`config.mk`:
```
export PLATFORM = sky130hd
export DESIGN_NAME = clock_block_cache_directory
export DESIGN_NICKNAME = d
export VERILOG_FILES = /design/src/rtl/ccd_pkg.sv /design/src/rtl/ccd_ctrl.sv /design/src/rtl/ccd_datapath.sv /design/src/rtl/clock_block_cache_directory.sv
export SDC_FILE = /design/constraint.sdc
export NUM_CORES = 2
export LEC_CHECK = 0
export ABC_CLOCK_PERIOD_IN_PS = 7400
export BUFFER_PORTS_ARGS = -buffer_cell sky130_fd_sc_hd__clkbuf_2
export CAP_MARGIN = 30
export CORE_UTILIZATION = 35
export DETAILED_ROUTE_END_ITERATION = 12
export HOLD_SLACK_MARGIN = 0.02
export PLACE_DENSITY = 0.52
export SYNTH_ARGS = -nofsm -noshare
export SYNTH_HDL_FRONTEND = slang
export SYNTH_SLANG_ARGS = --single-unit
export TNS_END_PERCENT = 1
```
`constraint.sdc`:
```
create_clock -name clk -period 7.4 [get_ports clk]
set_input_delay 1.48 -clock clk [delete_from_list [all_inputs] [get_ports clk]]
set_output_delay 1.48 -clock clk [all_outputs]
set_load 0.01 [all_outputs]
```
`src/rtl/ccd_pkg.sv`:
```
// ----------------------------------------------------------------------------
// ccd_pkg
// Shared types and constants of the clock block cache directory: command
// codes, controller states and the command/status bundles between the
// controller and the datapath.
// ----------------------------------------------------------------------------
package ccd_pkg;

  localparam int ENTRIES_DEF    = 64;
  localparam int BLOCK_BITS_DEF = 32;
  localparam int CMD_W          = 2;
  localparam int FIELD_W        = 32;
  localparam int SLOT_W         = 6;
  localparam int COUNT_W        = 7;

  typedef enum logic [CMD_W-1:0] {
    CMD_LOOKUP   = 2'd0,
    CMD_FILL     = 2'd1,
    CMD_WRITE    = 2'd2,
    CMD_SET_SIZE = 2'd3
  } cmd_t;

  typedef enum logic [2:0] {
    S_IDLE,
    S_LOOKUP,
    S_SET_SIZE,
    S_HAND_FIX,
    S_SWEEP,
    S_EVICT,
    S_DONE
  } state_t;

  typedef struct packed {
    logic load;
    logic scan;
    logic mark_hit;
    logic clear_ge;
    logic hand_fix;
    logic sweep_step;
    logic rd_hand;
    logic fill_wr;
    logic publish;
  } dp_cmd_t;

  typedef struct packed {
    logic match;
    logic scan_done;
    logic hand_used;
    cmd_t cmd;
  } dp_stat_t;

endpackage

```
`src/rtl/ccd_ctrl.sv`:
```
// ----------------------------------------------------------------------------
// ccd_ctrl
// Sequencer of the directory: walks lookup, set size and fill phases and
// drives the datapath, and owns the input and output handshakes.
// ----------------------------------------------------------------------------
module ccd_ctrl (
  input  logic               clk,
  input  logic               rst,
  input  logic               in_valid,
  output logic               in_ready,
  input  ccd_pkg::cmd_t      in_cmd,
  output logic               out_valid,
  input  logic               out_ready,
  output ccd_pkg::dp_cmd_t   dp_cmd,
  input  ccd_pkg::dp_stat_t  dp_stat
);

  ccd_pkg::state_t state, state_next;
  logic            out_valid_q;

  always_ff @(posedge clk) begin
    if (rst) begin
      state <= ccd_pkg::S_IDLE;
    end else begin
      state <= state_next;
    end
  end

  always_comb begin
    state_next = state;
    unique case (state)
      ccd_pkg::S_IDLE: begin
        if (in_valid) begin
          unique case (in_cmd) inside
            ccd_pkg::CMD_LOOKUP,
            ccd_pkg::CMD_WRITE:    state_next = ccd_pkg::S_LOOKUP;
            ccd_pkg::CMD_FILL:     state_next = ccd_pkg::S_HAND_FIX;
            ccd_pkg::CMD_SET_SIZE: state_next = ccd_pkg::S_SET_SIZE;
            default:               state_next = ccd_pkg::S_IDLE;
          endcase
        end
      end
      ccd_pkg::S_LOOKUP: begin
        if (dp_stat.match) begin
          state_next = ccd_pkg::S_DONE;
        end else if (dp_stat.scan_done) begin
          state_next = (dp_stat.cmd == ccd_pkg::CMD_WRITE) ? ccd_pkg::S_HAND_FIX
                                                           : ccd_pkg::S_DONE;
        end
      end
      ccd_pkg::S_SET_SIZE: begin
        if (dp_stat.scan_done) begin
          state_next = ccd_pkg::S_DONE;
        end
      end
      ccd_pkg::S_HAND_FIX: state_next = ccd_pkg::S_SWEEP;
      ccd_pkg::S_SWEEP: begin
        if (!dp_stat.hand_used) begin
          state_next = ccd_pkg::S_EVICT;
        end
      end
      ccd_pkg::S_EVICT: state_next = ccd_pkg::S_DONE;
      ccd_pkg::S_DONE: begin
        if (!out_valid_q || out_ready) begin
          state_next = ccd_pkg::S_IDLE;
        end
      end
      default: state_next = ccd_pkg::S_IDLE;
    endcase
  end

  always_comb begin
    dp_cmd   = '0;
    in_ready = 1'b0;
    unique case (state)
      ccd_pkg::S_IDLE: begin
        in_ready    = 1'b1;
        dp_cmd.load = in_valid;
      end
      ccd_pkg::S_LOOKUP: begin
        dp_cmd.scan     = !dp_stat.match;
        dp_cmd.mark_hit = dp_stat.match;
      end
      ccd_pkg::S_SET_SIZE: begin
        dp_cmd.scan     = 1'b1;
        dp_cmd.clear_ge = 1'b1;
      end
      ccd_pkg::S_HAND_FIX: dp_cmd.hand_fix = 1'b1;
      ccd_pkg::S_SWEEP: begin
        dp_cmd.rd_hand    = 1'b1;
        dp_cmd.sweep_step = dp_stat.hand_used;
      end
      ccd_pkg::S_EVICT: dp_cmd.fill_wr = 1'b1;
      ccd_pkg::S_DONE:  dp_cmd.publish = !out_valid_q || out_ready;
      default: begin
        dp_cmd   = '0;
        in_ready = 1'b0;
      end
    endcase
  end

  always_ff @(posedge clk) begin
    if (rst) begin
      out_valid_q <= 1'b0;
    end else if (dp_cmd.publish) begin
      out_valid_q <= 1'b1;
    end else if (out_ready) begin
      out_valid_q <= 1'b0;
    end
  end

  assign out_valid = out_valid_q;

endmodule

```
`src/rtl/ccd_datapath.sv`:
```
// ----------------------------------------------------------------------------
// ccd_datapath
// Entry status flags, block number memory, clock hand, scan counter,
// entry count register and result registers of the directory.
// ----------------------------------------------------------------------------
module ccd_datapath #(
  parameter int ENTRIES    = ccd_pkg::ENTRIES_DEF,
  parameter int BLOCK_BITS = ccd_pkg::BLOCK_BITS_DEF
) (
  input  logic                         clk,
  input  logic                         rst,
  input  logic                         cfg_wr_en,
  input  logic [ccd_pkg::COUNT_W-1:0]  cfg_wr_data,
  input  ccd_pkg::cmd_t                in_cmd,
  input  logic [ccd_pkg::FIELD_W-1:0]  in_block_number,
  input  logic [ccd_pkg::FIELD_W-1:0]  in_new_size,
  input  ccd_pkg::dp_cmd_t             dp_cmd,
  output ccd_pkg::dp_stat_t            dp_stat,
  output logic                         hit,
  output logic [ccd_pkg::SLOT_W-1:0]   slot,
  output logic                         slot_valid,
  output logic                         evict_valid,
  output logic [ccd_pkg::FIELD_W-1:0]  evict_block
);

  localparam int IW   = (ENTRIES > 1) ? $clog2(ENTRIES) : 1;
  localparam int CW   = $clog2(ENTRIES + 1);
  localparam int RW   = (CW > ccd_pkg::COUNT_W) ? CW : ccd_pkg::COUNT_W;
  localparam int CMPW = (BLOCK_BITS > ccd_pkg::FIELD_W) ? BLOCK_BITS : ccd_pkg::FIELD_W;

  logic [RW-1:0]                count;
  logic [CW-1:0]                n_act;
  logic [ENTRIES-1:0]           occ;
  logic [ENTRIES-1:0]           used;
  logic [BLOCK_BITS-1:0]        mem [ENTRIES];
  logic [BLOCK_BITS-1:0]        rdata;
  logic [IW-1:0]                raddr;
  logic [IW-1:0]                hand;
  logic [CW-1:0]                hand_p1;
  logic [CW-1:0]                idx;
  logic [IW-1:0]                pidx;
  logic                         pvalid;
  ccd_pkg::cmd_t                cmd_q;
  logic [BLOCK_BITS-1:0]        blk;
  logic [ccd_pkg::FIELD_W-1:0]  size_q;
  logic [CMPW-1:0]              bn_ext;
  logic [CMPW-1:0]              rd_ext;
  logic                         ge;
  logic                         res_hit;
  logic [ccd_pkg::SLOT_W-1:0]   res_slot;
  logic                         res_slot_valid;
  logic                         res_evict_valid;
  logic [ccd_pkg::FIELD_W-1:0]  res_evict_block;

  always_ff @(posedge clk) begin
    if (rst) begin
      count <= RW'(ENTRIES);
    end else if (cfg_wr_en) begin
      count <= RW'(cfg_wr_data);
    end
  end

  always_comb begin
    if (count == '0) begin
      n_act = CW'(1);
    end else if (count > RW'(ENTRIES)) begin
      n_act = CW'(ENTRIES);
    end else begin
      n_act = CW'(count);
    end
  end

  assign bn_ext  = CMPW'(in_block_number);
  assign rd_ext  = CMPW'(rdata);
  assign ge      = rd_ext >= CMPW'(size_q);
  assign hand_p1 = CW'(hand) + CW'(1);

  always_comb begin
    if (dp_cmd.rd_hand) begin
      raddr = hand;
    end else if (idx < n_act) begin
      raddr = idx[IW-1:0];
    end else begin
      raddr = '0;
    end
  end

  always_ff @(posedge clk) begin
    if (dp_cmd.fill_wr) begin
      mem[hand] <= blk;
    end
    rdata <= mem[raddr];
  end

  always_ff @(posedge clk) begin
    if (dp_cmd.load) begin
      cmd_q  <= in_cmd;
      blk    <= bn_ext[BLOCK_BITS-1:0];
      size_q <= in_new_size;
    end
  end

  always_ff @(posedge clk) begin
    if (rst) begin
      idx    <= '0;
      pidx   <= '0;
      pvalid <= 1'b0;
    end else if (dp_cmd.load) begin
      idx    <= '0;
      pvalid <= 1'b0;
    end else if (dp_cmd.scan) begin
      if (idx < n_act) begin
        pidx   <= idx[IW-1:0];
        pvalid <= 1'b1;
        idx    <= idx + CW'(1);
      end else begin
        pvalid <= 1'b0;
      end
    end
  end

  always_ff @(posedge clk) begin
    if (rst) begin
      hand <= '0;
    end else if (dp_cmd.hand_fix) begin
      if (CW'(hand) >= n_act) begin
        hand <= '0;
      end
    end else if (dp_cmd.sweep_step) begin
      hand <= (hand_p1 >= n_act) ? '0 : hand_p1[IW-1:0];
    end
  end

  always_ff @(posedge clk) begin
    if (rst) begin
      occ  <= '0;
      used <= '0;
    end else begin
      if (dp_cmd.mark_hit) begin
        used[pidx] <= 1'b1;
      end
      if (dp_cmd.clear_ge && pvalid && occ[pidx] && ge) begin
        occ[pidx]  <= 1'b0;
        used[pidx] <= 1'b0;
      end
      if (dp_cmd.sweep_step) begin
        used[hand] <= 1'b0;
      end
      if (dp_cmd.fill_wr) begin
        occ[hand]  <= 1'b1;
        used[hand] <= 1'b1;
      end
    end
  end

  always_ff @(posedge clk) begin
    if (dp_cmd.load) begin
      res_hit         <= 1'b0;
      res_slot        <= '0;
      res_slot_valid  <= 1'b0;
      res_evict_valid <= 1'b0;
      res_evict_block <= '0;
    end else if (dp_cmd.mark_hit) begin
      res_hit        <= 1'b1;
      res_slot       <= ccd_pkg::SLOT_W'(pidx);
      res_slot_valid <= 1'b1;
    end else if (dp_cmd.fill_wr) begin
      res_hit         <= 1'b0;
      res_slot        <= ccd_pkg::SLOT_W'(hand);
      res_slot_valid  <= 1'b1;
      res_evict_valid <= occ[hand];
      res_evict_block <= occ[hand] ? rd_ext[ccd_pkg::FIELD_W-1:0] : '0;
    end
  end

  always_ff @(posedge clk) begin
    if (dp_cmd.publish) begin
      hit         <= res_hit;
      slot        <= res_slot;
      slot_valid  <= res_slot_valid;
      evict_valid <= res_evict_valid;
      evict_block <= res_evict_block;
    end
  end

  assign dp_stat.match     = pvalid && occ[pidx] && (rdata == blk);
  assign dp_stat.scan_done = !pvalid && (idx >= n_act);
  assign dp_stat.hand_used = used[hand];
  assign dp_stat.cmd       = cmd_q;

endmodule

```
`src/rtl/clock_block_cache_directory.sv`:
```
// ----------------------------------------------------------------------------
// clock_block_cache_directory
// Directory of a fully associative write-through block cache with CLOCK
// replacement; one result transaction per command transaction.
// ----------------------------------------------------------------------------
// One command at a time. With n active entries, a lookup or set size walks
// the block memory one entry per cycle through its single registered read
// port (a lookup stops early at the first hit). On a fill the hand clears
// the used entries on its way; a write miss runs the lookup walk and then
// a fill. The next command is taken while a result still waits in the
// output register. Reset clears all entry flags at once.
module clock_block_cache_directory #(
  parameter int ENTRIES    = ccd_pkg::ENTRIES_DEF,
  parameter int BLOCK_BITS = ccd_pkg::BLOCK_BITS_DEF
) (
  input  logic                         clk,
  input  logic                         rst,
  input  logic                         cfg_wr_en,
  input  logic [ccd_pkg::COUNT_W-1:0]  cfg_wr_data,
  input  logic                         in_valid,
  output logic                         in_ready,
  input  logic [ccd_pkg::CMD_W-1:0]    cmd,
  input  logic [ccd_pkg::FIELD_W-1:0]  block_number,
  input  logic [ccd_pkg::FIELD_W-1:0]  new_size,
  output logic                         out_valid,
  input  logic                         out_ready,
  output logic                         hit,
  output logic [ccd_pkg::SLOT_W-1:0]   slot,
  output logic                         slot_valid,
  output logic                         evict_valid,
  output logic [ccd_pkg::FIELD_W-1:0]  evict_block
);

  ccd_pkg::dp_cmd_t  dp_cmd;
  ccd_pkg::dp_stat_t dp_stat;
  ccd_pkg::cmd_t     in_cmd;

  assign in_cmd = ccd_pkg::cmd_t'(cmd);

  ccd_ctrl u_ctrl (
    .clk       (clk),
    .rst       (rst),
    .in_valid  (in_valid),
    .in_ready  (in_ready),
    .in_cmd    (in_cmd),
    .out_valid (out_valid),
    .out_ready (out_ready),
    .dp_cmd    (dp_cmd),
    .dp_stat   (dp_stat)
  );

  ccd_datapath #(
    .ENTRIES    (ENTRIES),
    .BLOCK_BITS (BLOCK_BITS)
  ) u_datapath (
    .clk             (clk),
    .rst             (rst),
    .cfg_wr_en       (cfg_wr_en),
    .cfg_wr_data     (cfg_wr_data),
    .in_cmd          (in_cmd),
    .in_block_number (block_number),
    .in_new_size     (new_size),
    .dp_cmd          (dp_cmd),
    .dp_stat         (dp_stat),
    .hit             (hit),
    .slot            (slot),
    .slot_valid      (slot_valid),
    .evict_valid     (evict_valid),
    .evict_block     (evict_block)
  );

`ifndef SYNTH
  a_hit_fields: assert property (@(posedge clk) disable iff (rst)
    out_valid && hit |-> slot_valid && !evict_valid)
    else $error("hit result without slot or with eviction");

  a_evict_fields: assert property (@(posedge clk) disable iff (rst)
    out_valid && evict_valid |-> slot_valid && !hit)
    else $error("eviction result without filled slot");

  a_evict_zero: assert property (@(posedge clk) disable iff (rst)
    out_valid && !evict_valid |-> evict_block == '0)
    else $error("evict block nonzero without eviction");

  a_one_at_a_time: assert property (@(posedge clk) disable iff (rst)
    in_valid && in_ready |=> !in_ready)
    else $error("second transaction taken while busy");
`endif

endmodule

```
==> metrics <==
status=completed; pwr/cell area=307 mW/mm^2; Worst Setup Start Kind=flip-flop; Worst path slowest cell=a31oi_4; H-tree Lvls=4; Post-synth ARST share=0; total net switching power=9.50 mW; Yosys top cell area share=0.684; Synth area leaders=edfxtp_1 68%, nand2_1 7.2%, dfxtp_1 4.9%; GR Util All Layers=0.233; Nets=7438; commonest cells after routing, fill and taps aside=2155 x edfxtp_1, 1809 x nand2_1, 601 x a21oi_1; Post-DP HPWL=175000 um; Mapped Cells=7189; # Max-Cap Violations=0; end point of the critical path=u_datapath.rd_ext[0]; vias in the first global route=60500; most common cell after layout, fill and taps aside=edfxtp_1; Initial DRC Count=8732; Total Die Area=0.272 mm^2; grt ovf=0; switch share=0.288; minimum clock period=5190 ps; Core Region=0.268 mm^2; Critical Path Max Stage Delay=760 ps; number of post-CTS setup repair buffers=0; cts hold-fix bufs=0; Static Leak=34.2 nW; sequential share of power=0.482; crit-path cells=inv_1 -> nand2_1 -> ha_1 -> nand4_1 -> a21o_1 -> a31oi_4 -> buf_4 -> buf_4 -> a21oi_1 -> a32oi_1 -> a31oi_1 -> nor4_1 -> nand2_1 -> o21ai_1; r2r setup slk=2210 ps; initial antenna violation count=8; net count after synthesis=7321; clk_skew=79.8 ps; WL final=325000 um; WP data arrival=6000 ps; Non-Filler Instances=11100; Crit. End Element=flip-flop; Port Buffers=120; Final Cell Area=0.108 mm^2; Vias/cell=5.76; Area Growth Syn to Fin=13.9%; DIE HEIGHT=522 um; area leader, netlist=edfxtp_1; Main synth FF type=edfxtp_1; Starting Density=0.352; clk buf depth=4; final setup fails=0; Clock Latency Late Sink=920 ps; final antenna-violating net count=0; CTS root buf=clkbuf_16; CTS tree=yes; final RePlAce weighted congestion=0.906; maximum operating frequency=193 MHz; unrepaired setup endpoints after global routing=false; synth unique cells=83; share of layout cells above drive strength 1=0.111; WL per Instance=29.4 um; worst r2r src=u_datapath.count[6]; Comb power frac=0.161; placed cells=10600; die extent in x=522 um; Max IR drop VDD=216 uV; worst setup path class=reg2reg; Synth Cell Area=0.0945 mm^2; syn avg cell area=13.2 um^2; EDFF count, synth=2155; sequential area share after synthesis=0.734; Worst-path clk slew=60 ps; first-pass GRT wire length=454000 um; clock sink count=2387; Critical Path Start=u_datapath.count[6]; Post-DP Area=0.100 mm^2; vias post-DR=63700; Slew HR=0.285; floorplan row count=190; largest net degree at the start of global routing=151; # DRC=0; Final period util=0.702; setup_tns=0 ps; post-CTS sizing=0; Slew Limit Fails=0; maximum fanout along the worst path=46; Required @ worst endpoint=8210 ps; num ports=121; reg2reg end=u_datapath.rd_ext[0]; R2R depth=14; Power Internal=23.5 mW; hold crit path type=reg2reg; Synth warnings=0; Pre-Repair DR Iteration Count=6; Clk network pwr share=0.356; Seq cells post-synth=2387; CTS Buf Count=240; slew of the pin with the lowest slew margin=1070 ps; Fin. Hold Viols=0
final cells by class:
cell class                 count  area [um^2]
fill                       24900       161000
sequential                  2387        69400
multi-input combinational   4265        23300
clock buffer                 334         6580
tap                         3552         4440
timing repair buffer         347         2890
clock inverter               103          817
inverter                      65          251
antenna                        2         5.00
flip-flops by register name (all words and copies together), names as in the netlist, 2 cells and up:
signal / cells
u_datapath.count: 7
u_datapath.evict_block: 32
u_datapath.used: 64
u_datapath.slot: 6
u_datapath.res_evict_block: 32
u_datapath.pidx: 6
u_datapath.idx: 7
u_datapath.blk: 32
u_datapath.cmd_q: 2
u_datapath.rd_ext: 32
u_datapath.occ: 64
u_datapath.hand: 6
u_datapath.mem: 2048
u_datapath.size_q: 32
u_ctrl.state: 3
u_datapath.res_slot: 6
cell families after synthesis:
logic type	synth area share
compound gates	0.101
xor+xnor	0.00380
fa+ha+maj	0.00715
buf+inv	0.0260
flops	0.734
mux	0.0116
simple gates	0.117
power groups by stage:
stage / Combinational (mW) / Clock [mW] / Sequential (mW)
finish: 5.32 / 11.8 / 15.9
global route: 5.77 / 12.4 / 15.9
CTS: 5.28 / 11.9 / 15.9
detailed placement: 5.27 / 0 / 16.2
global placement: 5.18 / 0 / 16.2
floorplan: 3.01 / 0 / 16.5
through the flow:
step	utilization	setup WS (ps)	hold WS (ps)	total power [mW]
5_1_grt	0.401	1900	445	34.0
4_1_cts	0.401	2180	434	33.1
6_report	0.401	2210	433	33.0
2_1_floorplan	-	3160	408	19.5
3_3_place_gp	0.372	1910	418	21.4
3_5_place_dp	0.373	2160	419	21.5
synth_stat cells (all sizes together), types with 6 or more instances:
cell    instances
nor3b          12
nand2b         33
nand3         285
a311oi          9
buf           292
mux2i          62
nor3           86
o31ai          13
o22ai           8
nor2          267
a22o            9
dfxtp         232
mux4           20
nand4          12
or3            23
clkbuf        180
nor4           50
nor2b          13
edfxtp       2155
ha             54
a22oi          56
nand2        1810
or4            32
a21o            9
o21ai          83
and3            6
a31o           27
a211oi         18
inv            65
a31oi         155
a211o           6
a32oi         386
xnor2          40
a21oi         603
a221oi          7
per-layer routing:
metal | vias up | global-route usage | routed length, um
li1 | 27200 | - | -
met1 | 32700 | 0.332 | 139000
met2 | 3211 | 0.362 | 146000
met3 | 580 | 0.0328 | 28000
met4 | 0 | 0.0798 | 11900
met5 | - | 0 | 0
how the worst min path moves through the flow:
stage	from	depth (start not counted)	to	slack (ps)
finish	u_datapath.res_evict_block[13]	0	u_datapath.evict_block[13]	430
global route	u_datapath.res_evict_block[20]	0	u_datapath.evict_block[20]	440
CTS	u_datapath.res_evict_block[13]	0	u_datapath.evict_block[13]	430
detailed placement	u_datapath.res_slot[4]	0	u_datapath.slot[4]	420
global placement	u_datapath.res_evict_block[25]	0	u_datapath.evict_block[25]	420
floorplan	u_datapath.res_slot[0]	0	u_datapath.slot[0]	410
critical path, delay by kind of cell (launching register included):
kind,cells,cell delay (ps)
buffers and inverters,3,1320
flip-flops,1,330
AO/OA/AOI/OAI,6,1820
AND/OR/NAND/NOR,4,1250
adder cells (fa/ha/maj),1,330
No activity file was read; power rests on OpenSTA's default activity.
